<file path="src/hdl/md5cse_pkg.sv">
`timescale 1ns / 1ps
`default_nettype none
package md5cse_pkg;

	localparam int FIRST_SLOT  = 8;
	localparam int SLOT_COUNT  = 64;
	localparam int MAX_RESULTS = 56;
	localparam int MSG_BYTES   = 16;

	// slot group counter, wide enough to step past the last group
	localparam int GROUP_W = 7;
	localparam bit RANGE_NONEMPTY = (FIRST_SLOT < SLOT_COUNT);

	localparam logic [31:0] IV_A = 32'h67452301;
	localparam logic [31:0] IV_B = 32'hefcdab89;
	localparam logic [31:0] IV_C = 32'h98badcfe;
	localparam logic [31:0] IV_D = 32'h10325476;

	// padding words of a 16-byte single-block message
	localparam logic [31:0] PAD_WORD = 32'h00000080;
	localparam logic [31:0] LEN_WORD = 32'(MSG_BYTES * 8);

	localparam logic [31:0] MD5_K [64] = '{
		32'hd76aa478, 32'he8c7b756, 32'h242070db, 32'hc1bdceee,
		32'hf57c0faf, 32'h4787c62a, 32'ha8304613, 32'hfd469501,
		32'h698098d8, 32'h8b44f7af, 32'hffff5bb1, 32'h895cd7be,
		32'h6b901122, 32'hfd987193, 32'ha679438e, 32'h49b40821,
		32'hf61e2562, 32'hc040b340, 32'h265e5a51, 32'he9b6c7aa,
		32'hd62f105d, 32'h02441453, 32'hd8a1e681, 32'he7d3fbc8,
		32'h21e1cde6, 32'hc33707d6, 32'hf4d50d87, 32'h455a14ed,
		32'ha9e3e905, 32'hfcefa3f8, 32'h676f02d9, 32'h8d2a4c8a,
		32'hfffa3942, 32'h8771f681, 32'h6d9d6122, 32'hfde5380c,
		32'ha4beea44, 32'h4bdecfa9, 32'hf6bb4b60, 32'hbebfbc70,
		32'h289b7ec6, 32'heaa127fa, 32'hd4ef3085, 32'h04881d05,
		32'hd9d4d039, 32'he6db99e5, 32'h1fa27cf8, 32'hc4ac5665,
		32'hf4292244, 32'h432aff97, 32'hab9423a7, 32'hfc93a039,
		32'h655b59c3, 32'h8f0ccc92, 32'hffeff47d, 32'h85845dd1,
		32'h6fa87e4f, 32'hfe2ce6e0, 32'ha3014314, 32'h4e0811a1,
		32'hf7537e82, 32'hbd3af235, 32'h2ad7d2bb, 32'heb86d391
	};

	localparam logic [4:0] MD5_S [16] = '{
		5'd7, 5'd12, 5'd17, 5'd22, 5'd5, 5'd9, 5'd14, 5'd20,
		5'd4, 5'd11, 5'd16, 5'd23, 5'd6, 5'd10, 5'd15, 5'd21
	};

	typedef enum logic [4:0] {
		S_IDLE   = 5'b00001,
		S_INIT   = 5'b00010,
		S_ROUND  = 5'b00100,
		S_FINISH = 5'b01000,
		S_EMIT   = 5'b10000
	} state_t;

	typedef struct packed {
		logic       load_seed;
		logic       start;
		logic       round;
		logic       finish;
		logic [1:0] word_sel;
		logic [7:0] group_byte;
	} cmd_t;

	typedef struct packed {
		logic last_round;
	} sts_t;

endpackage
`default_nettype wire

</file>
<file path="src/hdl/md5_chained_seed_expander.sv">
`timescale 1ns / 1ps
`default_nettype none
// channel | handshake            | payload
// --------+----------------------+-------------------------------------
// input   | in_valid / in_ready  | seed[31:0]
// output  | out_valid / out_ready| slot_index[5:0] slot_word[31:0] last_word
//
// one seed is taken only while the block is idle; it then yields 56 items
// each digest passes set-up, 64 rounds on one shared round unit and a final add,
// and each of its four words is then offered in turn on the output register,
// so a seed takes 14 chained digests plus any output stall,
// and the block returns to idle after the last item before the next seed can be taken
// reset clears the controller and the round counter; message and digest registers need none
// a stalled output item holds; input stays blocked until the last item is taken
module md5_chained_seed_expander (
	input  wire logic        clk,
	input  wire logic        arst_n,
	input  wire logic        in_valid,
	output logic             in_ready,
	input  wire logic [31:0] seed,
	output logic             out_valid,
	input  wire logic        out_ready,
	output logic [5:0]       slot_index,
	output logic [31:0]      slot_word,
	output logic             last_word
);

	// commands to the datapath, status back
	md5cse_pkg::cmd_t cmd;
	md5cse_pkg::sts_t sts;

	// sequencer: slot groups, round counting, result hand-off
	md5cse_ctrl u_ctrl (
		.clk        (clk),
		.arst_n     (arst_n),
		.in_valid   (in_valid),
		.in_ready   (in_ready),
		.out_valid  (out_valid),
		.out_ready  (out_ready),
		.slot_index (slot_index),
		.last_word  (last_word),
		.cmd        (cmd),
		.sts        (sts)
	);

	// message, md5 round unit and digest words
	md5cse_dp u_dp (
		.clk       (clk),
		.arst_n    (arst_n),
		.seed      (seed),
		.cmd       (cmd),
		.sts       (sts),
		.slot_word (slot_word)
	);

endmodule
`default_nettype wire

</file>
<file path="src/hdl/md5cse_dp.sv">
`timescale 1ns / 1ps
`default_nettype none
module md5cse_dp (
	input  wire logic              clk,
	input  wire logic              arst_n,
	input  wire logic [31:0]       seed,
	input  wire md5cse_pkg::cmd_t  cmd,
	output md5cse_pkg::sts_t       sts,
	output logic [31:0]            slot_word
);

	logic [31:0] seed_q;
	logic [31:0] msg_q [4];
	logic [31:0] hash_q [4];
	logic [31:0] a_q, b_q, c_q, d_q;
	logic [5:0]  round_q;

	logic [1:0]  phase;
	logic [3:0]  g_idx;
	logic [31:0] f_val;
	logic [31:0] m_word;
	logic [31:0] sum;
	logic [63:0] rot_wide;
	logic [31:0] new_b;
	logic [31:0] fin [4];

	assign phase = round_q[5:4];

	always_comb begin
		unique case (phase)
			2'd0: begin
				f_val = (b_q & c_q) | (~b_q & d_q);
				g_idx = round_q[3:0];
			end
			2'd1: begin
				f_val = (d_q & b_q) | (~d_q & c_q);
				g_idx = 4'(5 * round_q + 1);
			end
			2'd2: begin
				f_val = b_q ^ c_q ^ d_q;
				g_idx = 4'(3 * round_q + 5);
			end
			default: begin
				f_val = c_q ^ (b_q | ~d_q);
				g_idx = 4'(7 * round_q);
			end
		endcase
	end

	// message block: four data words, padding, bit length
	always_comb begin
		unique case (g_idx)
			4'd0, 4'd1, 4'd2, 4'd3: m_word = msg_q[g_idx[1:0]];
			4'd4:                   m_word = md5cse_pkg::PAD_WORD;
			4'd14:                  m_word = md5cse_pkg::LEN_WORD;
			default:                m_word = '0;
		endcase
	end

	assign sum      = f_val + a_q + md5cse_pkg::MD5_K[round_q] + m_word;
	assign rot_wide = {sum, sum} << md5cse_pkg::MD5_S[{phase, round_q[1:0]}];
	assign new_b    = b_q + rot_wide[63:32];

	assign fin[0] = md5cse_pkg::IV_A + a_q;
	assign fin[1] = md5cse_pkg::IV_B + b_q;
	assign fin[2] = md5cse_pkg::IV_C + c_q;
	assign fin[3] = md5cse_pkg::IV_D + d_q;

	always_ff @(posedge clk or negedge arst_n) begin
		if (!arst_n) begin
			round_q <= '0;
		end else if (cmd.start) begin
			round_q <= '0;
		end else if (cmd.round) begin
			round_q <= round_q + 6'd1;
		end
	end

	always_ff @(posedge clk) begin
		if (cmd.load_seed) begin
			seed_q <= seed;
			for (int k = 0; k < 4; k++) msg_q[k] <= '0;
		end else if (cmd.start) begin
			msg_q[0] <= seed_q;
			msg_q[1] <= {msg_q[1][31:8], cmd.group_byte};
			a_q <= md5cse_pkg::IV_A;
			b_q <= md5cse_pkg::IV_B;
			c_q <= md5cse_pkg::IV_C;
			d_q <= md5cse_pkg::IV_D;
		end else if (cmd.round) begin
			a_q <= d_q;
			d_q <= c_q;
			c_q <= b_q;
			b_q <= new_b;
		end else if (cmd.finish) begin
			for (int k = 0; k < 4; k++) begin
				hash_q[k] <= fin[k];
				msg_q[k]  <= fin[k];
			end
		end
	end

	assign sts.last_round = (round_q == 6'd63);
	assign slot_word      = hash_q[cmd.word_sel];

endmodule
`default_nettype wire

</file>
<file path="src/hdl/md5cse_ctrl.sv">
`timescale 1ns / 1ps
`default_nettype none
module md5cse_ctrl (
	input  wire logic             clk,
	input  wire logic             arst_n,
	input  wire logic             in_valid,
	output logic                  in_ready,
	output logic                  out_valid,
	input  wire logic             out_ready,
	output logic [5:0]            slot_index,
	output logic                  last_word,
	output md5cse_pkg::cmd_t      cmd,
	input  wire md5cse_pkg::sts_t sts
);

	localparam int GW = md5cse_pkg::GROUP_W;

	md5cse_pkg::state_t state_q;
	logic [GW-1:0] group_q;
	logic [1:0]    word_q;
	logic [5:0]    count_q;

	logic count_room;
	logic more_words;
	logic more_groups;
	logic in_acc;
	logic out_acc;

	// room for one more result after the current one
	assign count_room  = (7'(count_q) + 7'd1) < 7'(md5cse_pkg::MAX_RESULTS);
	assign more_words  = (word_q != 2'd3) && count_room &&
		((8'(group_q) + 8'(word_q) + 8'd1) < 8'(md5cse_pkg::SLOT_COUNT));
	assign more_groups = count_room &&
		((8'(group_q) + 8'd4) < 8'(md5cse_pkg::SLOT_COUNT));

	assign in_ready   = (state_q == md5cse_pkg::S_IDLE);
	assign out_valid  = (state_q == md5cse_pkg::S_EMIT);
	assign in_acc     = in_valid && in_ready;
	assign out_acc    = out_valid && out_ready;
	assign slot_index = 6'(group_q + GW'(word_q));
	assign last_word  = !more_words && !more_groups;

	assign cmd.load_seed  = in_acc;
	assign cmd.start      = (state_q == md5cse_pkg::S_INIT);
	assign cmd.round      = (state_q == md5cse_pkg::S_ROUND);
	assign cmd.finish     = (state_q == md5cse_pkg::S_FINISH);
	assign cmd.word_sel   = word_q;
	assign cmd.group_byte = 8'(group_q);

	always_ff @(posedge clk or negedge arst_n) begin
		if (!arst_n) begin
			state_q <= md5cse_pkg::S_IDLE;
			group_q <= GW'(md5cse_pkg::FIRST_SLOT);
			word_q  <= '0;
			count_q <= '0;
		end else begin
			unique case (state_q)
				md5cse_pkg::S_IDLE: begin
					if (in_acc) begin
						group_q <= GW'(md5cse_pkg::FIRST_SLOT);
						word_q  <= '0;
						count_q <= '0;
						if (md5cse_pkg::RANGE_NONEMPTY) state_q <= md5cse_pkg::S_INIT;
					end
				end
				md5cse_pkg::S_INIT: begin
					state_q <= md5cse_pkg::S_ROUND;
				end
				md5cse_pkg::S_ROUND: begin
					if (sts.last_round) state_q <= md5cse_pkg::S_FINISH;
				end
				md5cse_pkg::S_FINISH: begin
					word_q  <= '0;
					state_q <= md5cse_pkg::S_EMIT;
				end
				md5cse_pkg::S_EMIT: begin
					if (out_acc) begin
						count_q <= count_q + 6'd1;
						if (more_words) begin
							word_q <= word_q + 2'd1;
						end else if (more_groups) begin
							group_q <= group_q + GW'(4);
							state_q <= md5cse_pkg::S_INIT;
						end else begin
							group_q <= GW'(md5cse_pkg::FIRST_SLOT);
							state_q <= md5cse_pkg::S_IDLE;
						end
					end
				end
				default: begin
					state_q <= md5cse_pkg::S_IDLE;
				end
			endcase
		end
	end

endmodule
`default_nettype wire

</file>
<file path="config.mk">
export PLATFORM = sky130hd
export DESIGN_NAME = md5_chained_seed_expander
export DESIGN_NICKNAME = d
export VERILOG_FILES = /design/src/hdl/md5cse_pkg.sv /design/src/hdl/md5_chained_seed_expander.sv /design/src/hdl/md5cse_dp.sv /design/src/hdl/md5cse_ctrl.sv
export SDC_FILE = /design/constraint.sdc
export NUM_CORES = 1
export LEC_CHECK = 0
export BUFFER_PORTS_ARGS = -buffer_cell sky130_fd_sc_hd__buf_2
export CAP_MARGIN = 20
export CORE_MARGIN = 5
export CORE_UTILIZATION = 40
export DETAILED_ROUTE_END_ITERATION = 8
export PLACE_DENSITY = 0.61
export REMOVE_ABC_BUFFERS = 1
export SLEW_MARGIN = 20
export SYNTH_ARGS = -nofsm -noshare
export SYNTH_HDL_FRONTEND = slang
export SYNTH_SLANG_ARGS = --single-unit
</file>
<file path="constraint.sdc">
create_clock -name clk -period 17.9 [get_ports clk]
set_clock_uncertainty 0.05 [all_clocks]
set_input_delay 1.79 -clock clk [delete_from_list [all_inputs] [get_ports clk]]
set_output_delay 1.79 -clock clk [all_outputs]
set_load 0.05 [all_outputs]
</file>
# Yosys cells after proc, flatten, opt, wreduce, memory -nomap -nowiden
# Memory sizes are Yosys's and may differ from the RTL's.
# Cells that the tools add are included.
[totals] regBits=186 ram_bits=256 rom_bits=2128 input_bits=36 out_inout_bits=41 wordCells=155 n_memories=4
[mem_list] name="(name not given)" depth=64 width=32 read_ports=1 rd_ports_with_merged_regs=0 wr=0 line_no="md5cse_dp.sv:60" rtl="assign sum = f_val + a_q + md5cse_pkg::MD5_K[round_q] + m_word;"
[mem_list] name="u_dp.hash_q" depth=4 width=32 read_ports=1 rd_ports_with_merged_regs=0 wr=4 line_no="md5cse_dp.sv:14" rtl="logic [31:0] hash_q [4];"
[mem_list] name="u_dp.msg_q" depth=4 width=32 read_ports=1 rd_ports_with_merged_regs=0 wr=4 line_no="md5cse_dp.sv:13" rtl="logic [31:0] msg_q [4];"
[mem_list] name="(name not given)" depth=16 width=5 read_ports=1 rd_ports_with_merged_regs=0 wr=0 line_no="md5cse_dp.sv:61" rtl="assign rot_wide = {sum, sum} << md5cse_pkg::MD5_S[{phase, round_q[1:0]}];"
[classes] add_sub_neg=19 n_mul=3 order_cmp=5 n_eq_ne=20 shifts=1 mux=49 n_bitwise=23 n_reduce_logical=21
[ops] op="$mux W32" count=10
[ops] op="$add A32 B32 Y32" count=4
[ops] op="$and A32 B32 Y32" count=4
[ops] op="$or A32 B32 Y32" count=3
[ops] op="$pmux W32 S3" count=1
[ops] op="$xor A32 B32 Y32" count=3
[ops] op="$add A32 B32 Y32 const A" count=2
[ops] op="$not A32 Y32" count=2
[ops] op="$pmux W32 S2" count=1
[ops] op="$shl A64 B5 Y64" count=1
[ops] op="$mux W24" count=2
[ops] op="$add A29 B32 Y32 const A" count=1
[ops] op="$add A31 B32 Y32 const A" count=1
[ops] op="$mux W5" count=6
[ops] op="$mux W7" count=4
[ops] op="$pmux W5 S5" count=1
[ops] op="$mux W6" count=4
[ops] op="$lt A8 B7 Y1 const B" count=2
[ops] op="$mux W8" count=2
[ops] op="$pmux W7 S2" count=1
[ops] op="$add A6 B1 Y6 const B" count=2
[ops] op="$mul A3 B6 Y4 const A" count=2
[ops] op="$pmux W4 S3" count=1
[ops] op="$pmux W6 S2" count=1
[ops] op="46 further kinds" count=80

# Depth between registers and ports, before layout
# Gate-level depths: netlist of run 1.
[logic_depth] depth_word=10 mapped_depth=46 ltp_nobuf=42

# Hierarchy
# Synthesis of run 1 repeated with hierarchy kept, for this count alone.
[unflattened] hier_cells=3188 area_unflattened_um2=31969.4
[modules_own_cells] module="md5cse_dp" instances=1 cells_per_inst=3041 area_per_inst_um2=30651.9 seq_area_each_um2=12642.1
[modules_own_cells] module="md5cse_ctrl" instances=1 cells_per_inst=147 area_per_inst_um2=1317.5 seq_area_each_um2=452.9

# Least setup slack after synthesis of run 1
# No wires, ideal clock.
[synth_path] path_kind="register to register" start="reg u_dp.round_q[2]" end="reg u_dp.b_q[28], data pin" setup_ns=0.266 t_arrival_ns=10.458 required_ns=17.584 setup_slack_ns=7.126 path_stages_with_launch=46 path_buffers=4 synth_period_minus_slack_ns=10.774 cell_sequence="dfrtp_1 clkbuf_1 clkinv_1 clkbuf_1 clkbuf_1 fa_1 inv_1 ha_1 xor3_1 a21oi_1 a2bb2o_1 nand3b_1 clkbuf_1 nor2b_1 fa_1 inv_1 fa_1 inv_1 (+10 left out) mux4_1 nand2_1 o21ai_0 o21a_1 mux2_2 fa_1 a21o_1 a21oi_1 o21bai_1 a21oi_1 o21ai_0 a41oi_1 o21ai_0 o41ai_1 nor2_1 a221oi_1 xor2_1 nor2_1"
[synth_between] elab_chain_cells=10 word_cells_on_any_way=24 cone_classes="5 x add/sub; 3 x mul; 5 x eq/ne; 1 x shift; 5 x mux; 1 x bitwise; 3 x reduce/logical; 1 x memory"
[synth_lines] item="start, declared" line_no="md5cse_dp.sv:16" rtl="logic [5:0] round_q;"
[synth_lines] item="start signal, assigned" line_no="md5cse_dp.sv:75" rtl="round_q <= round_q + 6'd1;"
[synth_lines] item="$mul A2 B6 Y4 / $mul A3 B6 Y4 (equally long branches)" line_no="md5cse_dp.sv:41, md5cse_dp.sv:37"
[synth_lines] item="$add A4 B3 Y4 / $add A4 B1 Y4 (equally long branches)" line_no="md5cse_dp.sv:41, md5cse_dp.sv:37"
[synth_lines] item="$pmux W4 S3" line_no="md5cse_dp.sv:30" rtl="unique case (phase)"
[synth_lines] item="$eq A4 B1 Y1, or another cell as far along" line_no="md5cse_dp.sv:52" rtl="unique case (g_idx)"
[synth_lines] item="$reduce_or A4 Y1 / $reduce_or A2 Y1 (equally long branches)"
[synth_lines] item="$pmux W32 S2" line_no="md5cse_dp.sv:52"
[synth_lines] item="$add A32 B32 Y32 *" line_no="md5cse_dp.sv:60"
[synth_lines] item="$shl A64 B5 Y64 *" line_no="md5cse_dp.sv:61"
[synth_lines] item="$add A32 B32 Y32 *" line_no="md5cse_dp.sv:62" rtl="assign new_b = b_q + rot_wide[63:32];"
[synth_lines] item="$mux W32 *" line_no="md5cse_dp.sv:90" rtl="end else if (cmd.round) begin"
[synth_lines] item="end signal, assigned" line_no="md5cse_dp.sv:87" rtl="b_q <= md5cse_pkg::IV_B;"
[synth_lines] item="end signal, assigned" line_no="md5cse_dp.sv:94" rtl="b_q <= new_b;"
[synth_lines] item="end, declared" line_no="md5cse_dp.sv:15" rtl="logic [31:0] a_q, b_q, c_q, d_q;"
# Every way passes the cells marked *; elsewhere a longest branch is shown, timed or not. The select of a mux whose other input is x is not followed.
# A chain may end at the register's enable or synchronous reset.

# Worst setup path in the final report of run 1
[layout_path] start="reg u_dp.round_q[1]" end="reg u_dp.b_q[28], data pin"
[layout_between] elab_chain_cells=10 word_cells_on_any_way=29 cone_classes="5 x add/sub; 3 x mul; 5 x eq/ne; 1 x shift; 7 x mux; 2 x bitwise; 3 x reduce/logical; 3 x memory"
[layout_lines] item="$mul A2 B6 Y4 / $mul A3 B6 Y4 (equally long branches)" line_no="md5cse_dp.sv:41, md5cse_dp.sv:37"
[layout_lines] item="$add A4 B3 Y4 / $add A4 B1 Y4 (equally long branches)" line_no="md5cse_dp.sv:41, md5cse_dp.sv:37"
[layout_lines] item="$pmux W4 S3" line_no="md5cse_dp.sv:30"
[layout_lines] item="$eq A4 B1 Y1, or another cell as far along" line_no="md5cse_dp.sv:52"
[layout_lines] item="$reduce_or A4 Y1 / $reduce_or A2 Y1 (equally long branches)"
[layout_lines] item="$pmux W32 S2" line_no="md5cse_dp.sv:52"
[layout_lines] item="$add A32 B32 Y32" line_no="md5cse_dp.sv:60"
[layout_lines] item="$shl A64 B5 Y64 *" line_no="md5cse_dp.sv:61"
[layout_lines] item="$add A32 B32 Y32 *" line_no="md5cse_dp.sv:62"
[layout_lines] item="$mux W32 *" line_no="md5cse_dp.sv:90"
# Marked as above.

==> results of run 1 <==
cells by family (layout without fill, tap and decap cells):
| kind of cell | after synthesis | count (layout) | share of synthesized area (%) |
|---|---|---|---|
| multiplexers | 179 | 179 | 9.08 |
| AND/OR/NAND/NOR | 1004 | 1004 | 14.9 |
| buffers and inverters | 453 | 411 | 5.46 |
| adder cells (fa/ha/maj) | 173 | 173 | 8.29 |
| flip-flops | 440 | 440 | 41.3 |
| XOR/XNOR | 216 | 216 | 6.09 |
| AO/OA/AOI/OAI | 749 | 749 | 14.9 |
metal layers:
metal / global-route usage (%) / vias up / wire length (um)
li1: - / 11400 / -
met1: 32.6 / 11900 / 43900
met2: 33.4 / 996 / 42400
met3: 3.41 / 167 / 7390
met4: 6.37 / 0 / 2930
met5: 0 / - / 0
area by class of cell:
cell class                 count  area, um^2
sequential                   440       13100
clock buffer                  53        1240
tap                         1050        1310
multi-input combinational   2321       17000
inverter                     206         781
timing repair buffer         118         708
clock inverter                34         353
fill                        7531       44400
per-stage QoR:
step                cells  worst slack (ns)  area (um^2)  util [%]  hold WS, ns
finish               4222              5.67        34500      43.7        0.433
global route         4222              4.76        34500      43.7        0.472
CTS                  4222              5.79        34500      43.7        0.444
detailed placement   4135              5.85        32900      41.7        0.428
global placement     4135              6.04        32900      41.7        0.422
floorplan            2967              3.50        30800         -        0.395
worst max-delay path, delay by kind of cell, from the launching register on:
| family | cells | cell delay [ns] |
|---|---|---|
| AO/OA/AOI/OAI | 17 | 4.59 |
| XOR/XNOR | 2 | 0.37 |
| adder cells (fa/ha/maj) | 6 | 2.64 |
| buffers and inverters | 6 | 1.72 |
| flip-flops | 1 | 0.33 |
| multiplexers | 4 | 1.62 |
| AND/OR/NAND/NOR | 5 | 0.60 |
cells in the mapped netlist, types with 79 or more instances:
cell and number:
nand2_1 294, a21oi_1 212, ha_1 99, nor2_1 249
edfxtp_1 416, inv_1 202, and2_1 130, xor2_1 82
xnor2_1 131, mux4_2 80, clkbuf_1 192, a31oi_1 85
nor3_1 86, o21ai_0 167, nand3_1 79
state kept, by name, summed over array words and instances (netlist names):
signal / cells
u_dp.a_q: 32
u_dp.hash_q: 128
u_ctrl.word_q: 2
u_dp.b_q: 32
u_dp.round_q: 6
u_dp.d_q: 32
u_dp.msg_q: 128
u_ctrl.state_q: 5
u_ctrl.group_q: 5
u_dp.c_q: 32
u_dp.seed_q: 32
u_ctrl.count_q: 6
worst paths after layout:
kind                                        start                 to  cells past startpoint
worst min register to register  u_ctrl.count_q[5]  u_ctrl.count_q[5]                      1
worst max register to register    u_dp.round_q[1]       u_dp.b_q[28]                     40
worst min-delay path            u_ctrl.count_q[5]  u_ctrl.count_q[5]                      1
worst max-delay path              u_dp.round_q[1]       u_dp.b_q[28]                     40
min in group asynchronous                  arst_n  u_ctrl.count_q[5]                      1
max in group asynchronous                  arst_n    u_dp.round_q[5]                      1
==> out/qor.yml, run 1 <==
hold_buffers: 0
ioPinCount: 77
grt_pass1_wl_um: 146000
critPathMaxFanout: 30
clk_pin_slew_ns: 0.06
gp_congestion: 0.992
initial_core_util_pct: 40.2
timing.fmax_ghz: 0.0818
holdCritPathClass: "register to register"
drive_above_1_share_pct: 10.6
drt_iter0_markers: 2485
dieArea_um2: 85100
tightest_slew_ns: 1.18
grt_pass1_vias: 23000
setup.worst_path.end_class: "register"
layout_common_cells: "edfxtp_1 (416), nand2_1 (292), nor2_1 (248)"
yosys_warnings: 0
nNetsFinal: 3336
first_pass_iters: 5
synthDistinctLibCells: 86
maxSlewHeadroom_pct: 20.4
drt-total-wl_um: 96600
crit_slowest_cell: "ha_1"
cp-start-kind: "register"
hold_viol: 0
antenna_found_initial: 0
fin_setup_tns_ns: 0
vias: 24400
diodes: 0
r2r_setup_slack_ns: 5.67
syn_area_um2: 31700
hpwl_um: 68100
post_cts_buffers: 0
drt-vias-per-instance: 5.79
rsz0062_at_grt: "false"
clock-sinks: 440
cts_buffers: 49
synth-edff-count: 416
critical-path-max-stage-delay_ns: 0.94
cts.repair.resized: 0
ys_ff_latch: 440
num_rows: 103
synth_top_cell_by_area: "edfxtp_1"
synth_flop_cell: "edfxtp_1"
seq_area_frac_synth_pct: 41.3
overflow: 0
grt_use_total_pct: 21.9
chipHeight_um: 292
critPathRequiredTime_ns: 18.17
ant_nets: 0
postSynthAreaPerCell_um2: 9.87
synth_top_area_share_pct: 39.4
timing.final.crit_period_ns: 12.23
insertion_delay_ns: 0.59
maxSlewViolCount: 0
critical_path_arrival_ns: 12.50
drv_cap: 0
grt_max_degree: 182
crit_top_cell: "fa_1"
wl_per_cell_um: 22.9
outcome: "completed"
setup_viol: 0
drc: 0
finalCritPeriodShare_pct: 68.3
worst-setup-path-type: "register to register"
synth_area_leaders: "edfxtp_1 (39%), mux4_2 (5.7%), fa_1 (4.1%), ha_1 (3.9%), xnor2_1 (3.6%)"
chipWidth_um: 292
core_area_um2: 78900
cts_buffer_depth: 3
cts_max_level: 2
cts_root_buffer: "clkbuf_16"
synth-async-reset-ratio_pct: 5.45
final_common_cell: "edfxtp_1"
postSynthCellCount: 3214
port_buffers: 76
area_delta_synth_final_pct: 8.65
cts_tree: "done"
Power of run 1 is not shown: default switching activity piles up to over one toggle a cycle in this logic, so the estimate is an artifact.
==> inputs of run 2 (changes only) <==
--- a/config.mk
+++ b/config.mk
@@ -10,7 +10,7 @@
 export CORE_MARGIN = 5
 export CORE_UTILIZATION = 40
 export DETAILED_ROUTE_END_ITERATION = 8
-export PLACE_DENSITY = 0.61
+export PLACE_DENSITY = 0.63
 export REMOVE_ABC_BUFFERS = 1
 export SLEW_MARGIN = 20
 export SYNTH_ARGS = -nofsm -noshare
==> constraint.sdc (replaced) <==
create_clock -name clk -period 11 [get_ports clk]
set_clock_uncertainty 0.05 [all_clocks]
set_input_delay 1.1 -clock clk [delete_from_list [all_inputs] [get_ports clk]]
set_output_delay 1.1 -clock clk [all_outputs]
set_load 0.05 [all_outputs]
==> run 2 against run 1 <==
Register-to-register slack worse by 5.0 ns. Sequential share of layout area down 0.49 points. Design area rose by 1.3%. Clock-buffer cell count up 7. Wire length fell by 1.4%. Fmax increased by 18%. Worst setup slack worse by 5.0 ns. Worst hold slack better by 0.0019 ns. Flip-flop and latch count is the same. Utilization increased by 0.57 points. Critical path depth grew 1. Via count rose by 0.77%. Critical endpoint unchanged.
==> out/qor.yml, run 2 (same netlist as run 1, synthesis figures left out) <==
outcome: "completed"
drt-vias-per-instance: 5.78
critical_path_arrival_ns: 10.63
critPathMaxFanout: 8
chipWidth_um: 292
cts_tree: "done"
clk_pin_slew_ns: 0.06
layout_common_cells: "edfxtp_1 (416), nand2_1 (292), nor2_1 (248)"
area_delta_synth_final_pct: 10.1
holdCritPathClass: "register to register"
hold_viol: 0
port_buffers: 76
num_rows: 103
critPathTopFamily: "compound AO/OA/AOI/OAI gates"
drt_iter0_markers: 2733
setup_viol: 0
drt-total-wl_um: 95200
worst-setup-path-type: "register to register"
timing.fmax_ghz: 0.0966
tightest_slew_ns: 1.18
setup.worst_path.end_class: "register"
antenna_found_initial: 1
grt_pass1_wl_um: 145000
final_common_cell: "edfxtp_1"
post_cts_buffers: 0
core_area_um2: 78900
cts_max_level: 2
dieArea_um2: 85100
fillCellCount: 7468
grt_pass1_vias: 23500
initial_core_util_pct: 40.2
chipHeight_um: 292
insertion_delay_ns: 0.61
ant_nets: 0
cts.repair.resized: 0
hold_buffers: 0
cp-start-kind: "register"
ioPinCount: 77
critPathRequiredTime_ns: 11.28
rsz0062_at_grt: "false"
maxSlewHeadroom_pct: 20.2
top_regs: "u_dp.hash_q (128), u_dp.msg_q (128)"
clock-sinks: 440
cts_buffers: 50
drv_cap: 0
finalCritPeriodShare_pct: 94.1
drc: 0
nNetsFinal: 3371
vias: 24600
maxSlewViolCount: 0
final-seq-area_um2: 13100
grt_max_degree: 149
timing.final.crit_period_ns: 10.35
cts_buffer_depth: 3
wl_per_cell_um: 22.3
drive_above_1_share_pct: 11.6
crit_slowest_cell: "fa_1"
grt_use_total_pct: 21.7
dpl_cell_area_um2: 33200
cts_root_buffer: "clkbuf_16"
critical-path-max-stage-delay_ns: 0.57
hpwl_um: 68400
multi_input_area_um2: 17000
overflow: 0
first_pass_iters: 9
design_area_um2: 34900
crit_buf_inv: 5
gp_congestion: 0.986
run 2: changes by cell type in the layout (fill, tap and decap cells not counted), moves of 3 or more:
cell,before,now
clkbuf_16,49,52
o21ai_0,166,163
o21ai_1,5,8
clkbuf_1,4,8
buf_4,41,71
buf_12,1,4
clkinv_2,12,6
clkinv_4,2,5
run 2: area by class of cell:
cell class | count | share of cell area (%)
Antenna cell | 2 | 0.0143
Clock buffer | 60 | 3.81
Clock inverter | 34 | 1.12
Inverter | 206 | 2.23
Multi-Input combinational cell | 2321 | 48.6
Sequential cell | 440 | 37.5
Tap cell | 1050 | 3.76
Timing Repair Buffer | 152 | 2.89
run 2: final timing paths:
path / end / startpoint / cells after the start / slack (ns)
max: u_dp.b_q[28] / u_dp.round_q[1] / 41 / 0.65
min: u_ctrl.count_q[5] / u_ctrl.count_q[5] / 1 / 0.43
max reg2reg: u_dp.b_q[28] / u_dp.round_q[1] / 41 / 0.65
min reg2reg: u_ctrl.count_q[5] / u_ctrl.count_q[5] / 1 / 0.43
max in group asynchronous: u_dp.round_q[4] / arst_n / 1 / 10.00
min in group asynchronous: u_ctrl.count_q[5] / arst_n / 1 / 0.47
run 2: per-layer routing:
metal,vias to the layer above,GRT usage (%),part of all wire [%]
met3,177,3.73,7.9
met1,12000,31.0,44
met5,-,0,0
li1,11500,-,-
met2,952,33.8,45
met4,0,6.95,3.7
run 2: metrics by stage:
step	setup WS (ns)	cells	setup TNS [ns]	hold WS (ns)	util [%]
final	0.648	4265	0	0.435	44.3
after floorplan	-3.40	2967	-72.63	0.395	-
after global placement	0.780	4169	0	0.416	42.1
after global routing	0.0124	4263	0	0.472	44.3
after CTS	0.426	4263	0	0.434	44.3
after detailed placement	0.455	4169	0	0.420	42.1
Power of run 2 is left out for the same reason.
